### config.mk
export PLATFORM = sky130hd
export DESIGN_NAME = http_request_line_parser
export DESIGN_NICKNAME = d
export VERILOG_FILES = /design/src/rtl/hrlp_pkg.sv /design/src/rtl/hrlp_core.sv /design/src/rtl/http_request_line_parser.sv
export SDC_FILE = /design/constraint.sdc
export NUM_CORES = 1
export LEC_CHECK = 0
export ABC_AREA = 1
export CAP_MARGIN = 40
export CORE_ASPECT_RATIO = 1.25
export CORE_MARGIN = 10
export CORE_UTILIZATION = 45
export CTS_BUF_LIST = sky130_fd_sc_hd__clkbuf_4 sky130_fd_sc_hd__clkbuf_8
export DETAILED_ROUTE_END_ITERATION = 8
export DONT_BUFFER_PORTS = 1
export PLACE_DENSITY_LB_ADDON = 0.05
export SLEW_MARGIN = 20
export SYNTH_ARGS = -nofsm -noshare
export SYNTH_HDL_FRONTEND = slang
export SYNTH_SLANG_ARGS = --single-unit
### constraint.sdc
create_clock -name clk_i -period 4.1 [get_ports clk_i]
set_input_delay 0.205 -clock clk_i [delete_from_list [all_inputs] [get_ports clk_i]]
set_output_delay 0.205 -clock clk_i [all_outputs]
set_load 0.01 [all_outputs]
### src/rtl/hrlp_pkg.sv
`default_nettype none

package hrlp_pkg;

  localparam int CountBits = 16;
  localparam int CapBits   = 16;
  localparam int NumLits   = 4;

  typedef enum logic [2:0] {
    STAGE_METHOD  = 3'd0,
    STAGE_PATH    = 3'd1,
    STAGE_QUERY   = 3'd2,
    STAGE_VERSION = 3'd3,
    STAGE_AWAIT_LF = 3'd4,
    STAGE_HEADERS = 3'd5,
    STAGE_ERROR   = 3'd6
  } stage_e;

  localparam logic [1:0] METHOD_UNKNOWN = 2'd0;
  localparam logic [1:0] METHOD_GET     = 2'd1;
  localparam logic [1:0] METHOD_POST    = 2'd2;
  localparam logic [1:0] METHOD_UNSUPP  = 2'd3;

  localparam logic [1:0] STATUS_NONE        = 2'd0;
  localparam logic [1:0] STATUS_BAD_REQ     = 2'd1;
  localparam logic [1:0] STATUS_NOT_ALLOWED = 2'd2;
  localparam logic [1:0] STATUS_BAD_VERSION = 2'd3;

  localparam logic [1:0] KIND_OTHER = 2'd0;
  localparam logic [1:0] KIND_PATH  = 2'd1;
  localparam logic [1:0] KIND_QUERY = 2'd2;

  localparam int LIT_GET    = 0;
  localparam int LIT_POST   = 1;
  localparam int LIT_HTTP11 = 2;
  localparam int LIT_HTTP10 = 3;

  localparam logic [7:0] CHAR_SP = 8'h20;
  localparam logic [7:0] CHAR_QM = 8'h3f;
  localparam logic [7:0] CHAR_CR = 8'h0d;
  localparam logic [7:0] CHAR_LF = 8'h0a;

  localparam logic [7:0] LitText [NumLits][8] = '{
    '{8'h47, 8'h45, 8'h54, 8'h00, 8'h00, 8'h00, 8'h00, 8'h00},
    '{8'h50, 8'h4f, 8'h53, 8'h54, 8'h00, 8'h00, 8'h00, 8'h00},
    '{8'h48, 8'h54, 8'h54, 8'h50, 8'h2f, 8'h31, 8'h2e, 8'h31},
    '{8'h48, 8'h54, 8'h54, 8'h50, 8'h2f, 8'h31, 8'h2e, 8'h30}
  };

  localparam logic [3:0] LitLen [NumLits] = '{4'd3, 4'd4, 4'd8, 4'd8};

  typedef struct packed {
    stage_e      stage;
    logic [1:0]  method_code;
    logic [1:0]  status_code;
    logic [1:0]  field_kind;
    logic        byte_kept;
    logic [7:0]  field_byte;
    logic        field_end;
  } result_t;

endpackage

`default_nettype wire

### src/rtl/hrlp_core.sv
`default_nettype none

// Parser state and the per-word step.
module hrlp_core (
  input  logic                        clk_i,
  input  logic                        rst_ni,
  input  logic                        cap_we_i,
  input  logic [hrlp_pkg::CapBits-1:0] cap_i,
  input  logic                        step_i,
  input  logic [7:0]                  byte_i,
  output hrlp_pkg::result_t           result_o
);

  hrlp_pkg::stage_e                 stage_q, stage_d, next_stage;
  logic [hrlp_pkg::CountBits-1:0]   count_q, count_d;
  logic [hrlp_pkg::NumLits-1:0]     flags_q, flags_d;
  logic [1:0]                       method_q, method_d;
  logic [1:0]                       status_q, status_d;
  logic [hrlp_pkg::CapBits-1:0]     cap_q;

  logic [hrlp_pkg::CapBits-1:0]     limit;
  logic                             room;
  logic                             enter;
  logic [hrlp_pkg::NumLits-1:0]     hit;
  logic [hrlp_pkg::NumLits-1:0]     matched;
  logic [1:0]                       kind;
  logic                             kept;
  logic                             fend;

  always_comb begin
    limit = (cap_q == '0) ? '0 : cap_q - 1'b1;
    room  = ({{(32-hrlp_pkg::CountBits){1'b0}}, count_q} <
             {{(32-hrlp_pkg::CapBits){1'b0}}, limit}) && (count_q != '1);
    for (int i = 0; i < hrlp_pkg::NumLits; i++) begin
      hit[i] = (count_q < hrlp_pkg::CountBits'(hrlp_pkg::LitLen[i])) &&
               (hrlp_pkg::LitText[i][count_q[2:0]] == byte_i);
      matched[i] = flags_q[i] &&
                   (count_q == hrlp_pkg::CountBits'(hrlp_pkg::LitLen[i]));
    end
  end

  always_comb begin
    count_d    = count_q;
    flags_d    = flags_q;
    method_d   = method_q;
    status_d   = status_q;
    next_stage = stage_q;
    enter      = 1'b0;
    kind       = hrlp_pkg::KIND_OTHER;
    kept       = 1'b0;
    fend       = 1'b0;
    case (stage_q)
      hrlp_pkg::STAGE_METHOD: begin
        if (byte_i == hrlp_pkg::CHAR_SP) begin
          enter = 1'b1;
          if (matched[hrlp_pkg::LIT_GET]) begin
            method_d   = hrlp_pkg::METHOD_GET;
            next_stage = hrlp_pkg::STAGE_PATH;
          end else if (matched[hrlp_pkg::LIT_POST]) begin
            method_d   = hrlp_pkg::METHOD_POST;
            next_stage = hrlp_pkg::STAGE_PATH;
          end else begin
            method_d   = hrlp_pkg::METHOD_UNSUPP;
            status_d   = hrlp_pkg::STATUS_NOT_ALLOWED;
            next_stage = hrlp_pkg::STAGE_ERROR;
          end
        end else if (room) begin
          count_d = count_q + 1'b1;
          flags_d = flags_q & hit;
        end
      end
      hrlp_pkg::STAGE_PATH, hrlp_pkg::STAGE_QUERY: begin
        kind = (stage_q == hrlp_pkg::STAGE_PATH) ? hrlp_pkg::KIND_PATH
                                                 : hrlp_pkg::KIND_QUERY;
        if (byte_i == hrlp_pkg::CHAR_SP ||
            (byte_i == hrlp_pkg::CHAR_QM && stage_q == hrlp_pkg::STAGE_PATH)) begin
          fend       = 1'b1;
          enter      = 1'b1;
          next_stage = (byte_i == hrlp_pkg::CHAR_QM) ? hrlp_pkg::STAGE_QUERY
                                                     : hrlp_pkg::STAGE_VERSION;
        end else if (room) begin
          kept    = 1'b1;
          count_d = count_q + 1'b1;
          flags_d = flags_q & hit;
        end
      end
      hrlp_pkg::STAGE_VERSION: begin
        if (byte_i == hrlp_pkg::CHAR_CR) begin
          enter = 1'b1;
          if (matched[hrlp_pkg::LIT_HTTP11]) begin
            next_stage = hrlp_pkg::STAGE_AWAIT_LF;
          end else if (matched[hrlp_pkg::LIT_HTTP10]) begin
            status_d   = hrlp_pkg::STATUS_BAD_VERSION;
            next_stage = hrlp_pkg::STAGE_ERROR;
          end else begin
            status_d   = hrlp_pkg::STATUS_BAD_REQ;
            next_stage = hrlp_pkg::STAGE_ERROR;
          end
        end else if (room) begin
          count_d = count_q + 1'b1;
          flags_d = flags_q & hit;
        end
      end
      hrlp_pkg::STAGE_AWAIT_LF: begin
        enter = 1'b1;
        if (byte_i == hrlp_pkg::CHAR_LF) begin
          next_stage = hrlp_pkg::STAGE_HEADERS;
        end else begin
          status_d   = hrlp_pkg::STATUS_BAD_REQ;
          next_stage = hrlp_pkg::STAGE_ERROR;
        end
      end
      default: begin
      end
    endcase
    stage_d = next_stage;
    if (enter) begin
      count_d = '0;
      flags_d = '1;
    end
  end

  always_comb begin
    result_o.stage       = stage_d;
    result_o.method_code = method_d;
    result_o.status_code = status_d;
    result_o.field_kind  = kind;
    result_o.byte_kept   = kept;
    result_o.field_byte  = kept ? byte_i : 8'h00;
    result_o.field_end   = fend;
  end

  always_ff @(posedge clk_i or negedge rst_ni) begin
    if (!rst_ni) begin
      stage_q  <= hrlp_pkg::STAGE_METHOD;
      count_q  <= '0;
      flags_q  <= '1;
      method_q <= hrlp_pkg::METHOD_UNKNOWN;
      status_q <= hrlp_pkg::STATUS_NONE;
    end else if (step_i) begin
      stage_q  <= stage_d;
      count_q  <= count_d;
      flags_q  <= flags_d;
      method_q <= method_d;
      status_q <= status_d;
    end
  end

  always_ff @(posedge clk_i or negedge rst_ni) begin
    if (!rst_ni) begin
      cap_q <= hrlp_pkg::CapBits'(128);
    end else if (cap_we_i) begin
      cap_q <= cap_i;
    end
  end

endmodule

`default_nettype wire

### src/rtl/http_request_line_parser.sv
`default_nettype none

// Parses an HTTP request line one byte per word and returns one result word per
// input word, in order. The parser state updates at
// the accepting edge and the result lands in an output register backed by a
// one-entry skid register, so a byte can be taken every cycle while the
// downstream side keeps pace; in_stall_o rises only once the skid entry holds a
// result. Path and query characters are echoed with field_kind and byte_kept;
// errors park the parser in the error stage with a status code until reset.
// field_capacity may be written only while no result is pending.
module http_request_line_parser (
  input  logic                        clk_i,
  input  logic                        rst_ni,
  input  logic                        field_capacity_we_i,
  input  logic [15:0]                 field_capacity_i,
  input  logic                        in_valid_i,
  output logic                        in_stall_o,
  input  logic [7:0]                  in_byte_i,
  output logic                        out_valid_o,
  input  logic                        out_stall_i,
  output logic [2:0]                  stage_o,
  output logic [1:0]                  method_code_o,
  output logic [1:0]                  status_code_o,
  output logic [1:0]                  field_kind_o,
  output logic                        byte_kept_o,
  output logic [7:0]                  field_byte_o,
  output logic                        field_end_o
);

  hrlp_pkg::result_t result;
  hrlp_pkg::result_t out_q;
  hrlp_pkg::result_t skid_q;
  logic              out_valid_q;
  logic              skid_valid_q;
  logic              in_acc;
  logic              out_pop;

  assign in_stall_o = skid_valid_q;
  assign in_acc     = in_valid_i && !skid_valid_q;
  assign out_pop    = out_valid_q && !out_stall_i;

  hrlp_core u_core (
    .clk_i    (clk_i),
    .rst_ni   (rst_ni),
    .cap_we_i (field_capacity_we_i),
    .cap_i    (field_capacity_i),
    .step_i   (in_acc),
    .byte_i   (in_byte_i),
    .result_o (result)
  );

  always_ff @(posedge clk_i or negedge rst_ni) begin
    if (!rst_ni) begin
      out_valid_q  <= 1'b0;
      skid_valid_q <= 1'b0;
    end else if (skid_valid_q) begin
      if (out_pop) begin
        skid_valid_q <= 1'b0;
      end
    end else if (in_acc) begin
      if (!out_valid_q || out_pop) begin
        out_valid_q <= 1'b1;
      end else begin
        skid_valid_q <= 1'b1;
      end
    end else if (out_pop) begin
      out_valid_q <= 1'b0;
    end
  end

  always_ff @(posedge clk_i) begin
    if (skid_valid_q) begin
      if (out_pop) begin
        out_q <= skid_q;
      end
    end else if (in_acc) begin
      if (!out_valid_q || out_pop) begin
        out_q <= result;
      end else begin
        skid_q <= result;
      end
    end
  end

  assign out_valid_o   = out_valid_q;
  assign stage_o       = out_q.stage;
  assign method_code_o = out_q.method_code;
  assign status_code_o = out_q.status_code;
  assign field_kind_o  = out_q.field_kind;
  assign byte_kept_o   = out_q.byte_kept;
  assign field_byte_o  = out_q.field_byte;
  assign field_end_o   = out_q.field_end;

  a_skid_needs_out: assert property (@(posedge clk_i) disable iff (!rst_ni)
    skid_valid_q |-> out_valid_q)
    else $error("skid entry held without output entry");

  a_kept_in_field: assert property (@(posedge clk_i) disable iff (!rst_ni)
    (out_valid_o && (byte_kept_o || field_end_o)) |->
      (field_kind_o == hrlp_pkg::KIND_PATH || field_kind_o == hrlp_pkg::KIND_QUERY))
    else $error("field byte outside path or query");

  a_error_status: assert property (@(posedge clk_i) disable iff (!rst_ni)
    out_valid_o |->
      ((stage_o == hrlp_pkg::STAGE_ERROR) == (status_code_o != hrlp_pkg::STATUS_NONE)))
    else $error("error stage and status disagree");

endmodule

`default_nettype wire

==> Word level (Yosys, flattened, before mapping) <==
Memories as Yosys holds them, arrays and structs flattened.
Index checks and enable logic that the tools add are counted.
Widths: inputs -> output; s select.
{ "classes": {"n_addsub": 2, "magnitude_cmp": 5, "n_eq_ne": 21, "mux": 64, "bitwise": 4, "reduce_logical": 28} }
{ "ops": {"columns": ["operator", "count"], "rows": [
  ["$mux 16", 6],
  ["$mux 19", 4],
  ["$mux 8", 9],
  ["$pmux 16 s3", 1],
  ["$eq 8x8->1", 4],
  ["$mux 2", 14],
  ["$mux 4", 5],
  ["$add 16x1->16 const B", 1],
  ["$eq 16x2->1 const B", 1],
  ["$eq 16x3->1 const B", 1],
  ["$eq 16x4->1 const B", 1],
  ["$eq 8x4->1 const B", 2],
  ["$eq 8x6->1 const B", 2],
  ["$logic_not 16->1", 1],
  ["$lt 16x16->1", 1],
  ["$lt 16x2->1 const B", 1],
  ["$lt 16x3->1 const B", 1],
  ["$lt 16x4->1 const B", 1],
  ["$mux 1", 16],
  ["$ne 16x16->1 const B", 1],
  ["$sub 16x1->16 const B", 1],
  ["$mux 3", 5],
  ["$logic_and 1x1->1", 12],
  ["$pmux 3 s4", 1],
  ["other kinds (20)", 32]
]} }
{ "totals": {"reg_bits": 83, "romBits": 256, "input_bits": 29, "output_inout_bits": 21, "wordCells": 150, "mem_count": 4} }
{ "mem_list": {"columns": ["memory", "depth", "width", "read_ports", "rd_ports_with_merged_regs", "wr", "line", "source"], "rows": [
  ["(no name shown)", 8, 8, 1, 0, 0, "hrlp_core.sv:36", "(hrlp_pkg::LitText[i][count_q[2:0]] == byte_i);"],
  ["(no name shown)", 8, 8, 1, 0, 0, "hrlp_core.sv:36", null],
  ["(no name shown)", 8, 8, 1, 0, 0, "hrlp_core.sv:36", null],
  ["(no name shown)", 8, 8, 1, 0, 0, "hrlp_core.sv:36", null]
]} }

==> Logic depth before layout (Yosys ltp) <==
{ "depth": {"depth_word": 11, "mapped_depth": 21} }

==> By module <==
A second synthesis with hierarchy kept.
{ "hier_totals": {"hier_cells": 700, "area_unflattened_um2": 5341.4} }
{ "modules_own_cells": {"columns": ["mod", "n_inst", "cells_per_inst", "area_each_um2"], "rows": [
  ["hrlp_core", 1, 579, 3789.9],
  ["http_request_line_parser", 1, 121, 1551.5]
]} }

==> Worst setup path after synthesis <==
Ideal clock, no wire load.
{ "synth_timing": {"path_kind": "register to register", "startpoint": "register u_core.cap_q[4] (netlist bit)", "endpoint": "register u_core.count_q[2] (netlist bit)", "arrival_ns": 2.839, "t_required_ns": 3.983, "path_slack_ns": 1.144, "path_stages_with_launch": 21, "n_path_buf": 1, "path_cell_list": "dfrtp_1 nor2_1 nand2_1 nor3_1 nand2_1 nor3_1 nand3_1 xor2_1 nand2_1 ha_1 nand2_1 inv_1 nand3_1 o211ai_1 nor2_2 nand2_1 nand2_2 nand2_2 buf_6 nand2_1 nand2_1"} }
{ "synth_via": {"elab_chain_cells": 8} }
{ "synth_lines": {"columns": ["element", "line", "source"], "rows": [
  ["start: declaration", "hrlp_core.sv:19", "logic [hrlp_pkg::CapBits-1:0] cap_q;"],
  ["start signal: assignment", "hrlp_core.sv:151", "cap_q <= hrlp_pkg::CapBits'(128);"],
  ["start signal: assignment", "hrlp_core.sv:153", "cap_q <= cap_i;"],
  ["$sub 16x1->16 or $logic_not 16->1 (tied branches)", "hrlp_core.sv:31", "limit = (cap_q == '0) ? '0 : cap_q - 1'b1;"],
  ["$mux 16 *", "hrlp_core.sv:31", null],
  ["$lt 16x16->1 *", "hrlp_core.sv:32", "room = ({{(32-hrlp_pkg::CountBits){1'b0}}, count_q} <"],
  ["$logic_and 1x1->1 *", "hrlp_core.sv:33", "{{(32-hrlp_pkg::CapBits){1'b0}}, limit}) && (count_q != '1);"],
  ["$mux 16 *", null, null],
  ["$mux 16, on equally long branches", null, null],
  ["$pmux 16 s3 *", null, null],
  ["$mux 16 *", null, null],
  ["end signal: assignment", "hrlp_core.sv:142", "count_q <= count_d;"],
  ["end: declaration", "hrlp_core.sv:15", "logic [hrlp_pkg::CountBits-1:0] count_q, count_d;"]
]} }
Every way passes the cells marked *; elsewhere a longest branch is shown, timed or not. The select of a mux whose other input is x is not followed.
A chain may end at the register's enable or synchronous reset.

==> Worst setup path in the final report <==
{ "layout_timing": {"startpoint": "register u_core.cap_q[2] (netlist bit)", "endpoint": "register u_core.count_q[6] (netlist bit)"} }
Same word-level chain as after synthesis.

==> out/metrics.json <==
{
  "via_count_of_the_first_global_routing_pass": {"value": 4323},
  "drt_pre_antenna_iters": {"value": 4},
  "timing_max_transition_violations_final": {"value": 0},
  "vdd.ir_drop.worst": {"value": 196, "unit": "uV"},
  "setup.worst_path.class": {"value": "reg -> reg"},
  "cts_max_level": {"value": 3},
  "timing.max_slew.rel_slack": {"value": 61.4, "unit": "%"},
  "layout-drive-gt1-share": {"value": 7.23, "unit": "%"},
  "critical_path_arrival": {"value": 3.82, "unit": "ns"},
  "portBuffers": {"value": 0},
  "antenna_violations_before_repair": {"value": 0},
  "clock_latency": {"value": 0.37, "unit": "ns"},
  "grt_setup_unrepaired": {"value": "false"},
  "tritoncts_clock_tree": {"value": "built"},
  "post_layout_power": {"value": 2.67, "unit": "mW"},
  "synth.yosys.seq_area_share": {"value": 43.9, "unit": "%"},
  "ctsHoldBuffers": {"value": 20},
  "critical-path-top-cell-by-count": {"value": "sky130_fd_sc_hd__nand2_1"},
  "power.density_cell_area": {"value": 466, "unit": "nW/um2"},
  "synth_flop_cell": {"value": "sky130_fd_sc_hd__dfrtp_1"},
  "synth_fp_nets": {"value": 723},
  "grt_pass1_wl": {"value": 21.0, "unit": "mm"},
  "yosys_warnings": {"value": 0},
  "final_design_area_no_fill": {"value": 5730, "unit": "um2"},
  "max_freq": {"value": 281, "unit": "MHz"},
  "final.setup_skew": {"value": 0.0159, "unit": "ns"},
  "postPlaceCellArea": {"value": 5300, "unit": "um2"},
  "critical_path.n_buffers_inverters": {"value": 1},
  "die_w": {"value": 116, "unit": "um"},
  "std_cell_rows": {"value": 43},
  "worstPathCellList": {"value": "nor2_1, nand3_1, nor3_1, nand2_1, nor3_1, nand3_1, xor2_1, nand2_1, ha_1, nand2_1, inv_1, nand3_1, o211ai_1, nor2_2, nand2_1, nand2_2, nand2_2, nand2_1, nand2_1"},
  "design.final.nets": {"value": 739},
  "period_minus_slack": {"value": 3.56, "unit": "ns"},
  "post_cts.resized_instances": {"value": 0},
  "dpl_worst_slack": {"value": 0.548, "unit": "ns"},
  "min_period_over_period": {"value": 86.9, "unit": "%"},
  "finalSetupViolations": {"value": 0},
  "design.die.area": {"value": 16200, "unit": "um2"},
  "synthesis.area_per_instance": {"value": 7.72, "unit": "um2"},
  "grt_overflow": {"value": 0},
  "cp_top_family": {"value": "simple AND/OR/NAND/NOR gates"},
  "yosys.cell_types.count": {"value": 39},
  "placed_cells": {"value": 790},
  "core": {"value": 11200, "unit": "um2"},
  "finalHoldViolations": {"value": 0},
  "critPathSlowestCell": {"value": "sky130_fd_sc_hd__dfrtp_1"},
  "cts_made_buffers": {"value": 9},
  "max_stage_delay": {"value": 0.43, "unit": "ns"},
  "route.final.wire_length": {"value": 12.4, "unit": "mm"},
  "critical_path_required": {"value": 4.36, "unit": "ns"},
  "place.gp.congestion": {"value": 0.881},
  "worst_setup_path_start_kind": {"value": "flop"},
  "layout-area-overhead-vs-synth": {"value": 10.5, "unit": "%"},
  "drt-initial-drc-count": {"value": 222},
  "result_of_the_run": {"value": "finished, final reports clean"},
  "antenna_violating_nets_post_route": {"value": 0},
  "dpl_wire_length": {"value": 9.28, "unit": "mm"},
  "cts_sinks": {"value": 83},
  "detailroute.via_count": {"value": 4389},
  "leakagePower": {"value": 2.71, "unit": "nW"},
  "flip_flop_and_latch_count_after_synthesis": {"value": 83},
  "floorplan.initialDensity": {"value": 46.3, "unit": "%"},
  "cts_setup_buffers": {"value": 0},
  "max_slew.worst_pin.slew": {"value": 0.579, "unit": "ns"},
  "die_h": {"value": 140, "unit": "um"},
  "io_pins": {"value": 50},
  "highest_fanout_seen_on_the_critical_path": {"value": 20},
  "remaining_drc_errors": {"value": 0},
  "mostFrequentLayoutCell": {"value": "sky130_fd_sc_hd__nand2_1"},
  "antenna_diode_count": {"value": 0},
  "clkSlewWorstSetupHoldPaths": {"value": 0.10, "unit": "ns"},
  "edff_count_synth": {"value": 38},
  "mappedNetlistArea": {"value": 5180, "unit": "um2"},
  "largest_net_degree_at_the_start_of_global_routing": {"value": 46},
  "critPathCaptureType": {"value": "flop"},
  "ys_async_sr_fraction": {"value": 54.2, "unit": "%"},
  "finish.cell_count_without_fillers": {"value": 827},
  "maxCapViolations": {"value": 0},
  "route.detailed.wl_per_inst": {"value": 15.0, "unit": "um"},
  "route.detailed.vias_per_inst": {"value": 5.31},
  "hold_path_class": {"value": "in -> reg"},
  "finalSetupTns": {"value": 0, "unit": "ns"},
  "cts_max_path_buffers": {"value": 2},
  "final.setup.worst_slack": {"value": 0.537, "unit": "ns"},
  "most-common-layout-cells": {"value": "179 x sky130_fd_sc_hd__nand2_1, 83 x sky130_fd_sc_hd__inv_1, 62 x sky130_fd_sc_hd__nor2_1"},
  "grtUsageTotal": {"value": 15.9, "unit": "%"},
  "syn_inst": {"value": 671},
  "clk_root_buffer_cell": {"value": "sky130_fd_sc_hd__clkbuf_8"},
  "fin_util": {"value": 51.2, "unit": "%"},
  "hold-worst-slack": {"value": 0.108, "unit": "ns"}
}
cell usage after synthesis, types with 3 or more instances:
| library cell | count | area (um2) |
|---|---|---|
| sky130_fd_sc_hd__nand2_1 | 179 | 672 |
| sky130_fd_sc_hd__nand2_2 | 5 | 31.3 |
| sky130_fd_sc_hd__nor2_1 | 62 | 233 |
| sky130_fd_sc_hd__o21ai_0 | 41 | 205 |
| sky130_fd_sc_hd__mux2_2 | 4 | 45.0 |
| sky130_fd_sc_hd__nor3_1 | 21 | 105 |
| sky130_fd_sc_hd__xor2_1 | 19 | 166 |
| sky130_fd_sc_hd__a21oi_1 | 15 | 75.1 |
| sky130_fd_sc_hd__inv_1 | 83 | 312 |
| sky130_fd_sc_hd__edfxtp_1 | 38 | 1140 |
| sky130_fd_sc_hd__clkbuf_1 | 11 | 41.3 |
| sky130_fd_sc_hd__buf_2 | 5 | 25.0 |
| sky130_fd_sc_hd__dfstp_2 | 5 | 131 |
| sky130_fd_sc_hd__nand3_1 | 54 | 270 |
| sky130_fd_sc_hd__nand4_1 | 21 | 131 |
| sky130_fd_sc_hd__o21ai_1 | 10 | 50.1 |
| sky130_fd_sc_hd__ha_1 | 23 | 288 |
| sky130_fd_sc_hd__dfrtp_1 | 40 | 1000 |
| sky130_fd_sc_hd__buf_1 | 3 | 11.3 |
| sky130_fd_sc_hd__inv_2 | 5 | 18.8 |
| sky130_fd_sc_hd__nor4_1 | 5 | 31.3 |
report_power, final:
part	total (mW)	switching [mW]	internal (mW)
logic	0.805	0.553	0.252
registers	1.26	0.155	1.11
clock network	0.603	0.318	0.285
total	2.67	1.03	1.64
final cells by class:
class                           count  area (um2)
Fill cell                        1101        5460
Multi-Input combinational cell    479        2480
Sequential cell                    83        2270
Inverter                           88         330
Timing Repair Buffer               26         270
Tap cell                          135         169
Clock buffer                        9         124
Clock inverter                      7        77.6
sequential cells by signal, indices dropped and copies added, names as in the netlist:
signal           cells
u_core.cap_q        16
u_core.count_q      16
field_end_o          1
in_stall_o           1
out_valid_o          1
u_core.stage_q       3
status_code_o        2
field_byte_o         8
field_kind_o         2
byte_kept_o          1
u_core.flags_q       4
method_code_o        2
skid_q              19
u_core.status_q      2
stage_o              3
u_core.method_q      2
layer usage:
metal	part of all wire [%]	vias to the layer above	track usage [%]
li1	-	2236	-
met1	42	2051	18.2
met2	52	83	28.6
met3	3.2	19	2.09
met4	2.1	0	6.40
met5	0	-	0
final timing paths:
path / start / to / slack, ns / depth (start not counted)
setup / recovery: u_core.cap_q[2]$_DFFE_PN0P_ / u_core.count_q[6]$_DFFE_PN0P_ / 0.54 / 19
hold / removal: out_stall_i / status_code_o[0]$_DFFE_PP_ / 0.11 / 1
setup reg to reg: u_core.cap_q[2]$_DFFE_PN0P_ / u_core.count_q[6]$_DFFE_PN0P_ / 0.54 / 19
hold reg to reg: u_core.flags_q[0]$_DFFE_PN1P_ / u_core.flags_q[0]$_DFFE_PN1P_ / 0.47 / 2
max in group asynchronous: rst_ni / u_core.flags_q[3]$_DFFE_PN1P_ / 3.48 / 2
min in group asynchronous: rst_ni / u_core.cap_q[11]$_DFFE_PN0P_ / 0.35 / 2
cells by family after synthesis:
logic type	share of synthesized area (%)
AND/OR/NAND/NOR	30.2
flip-flops	43.9
XOR/XNOR	3.38
buffers and inverters	8.31
AO/OA/AOI/OAI	7.80
adder cells (fa/ha/maj)	5.55
multiplexers	0.869
Power figures use the tool's default switching activity.
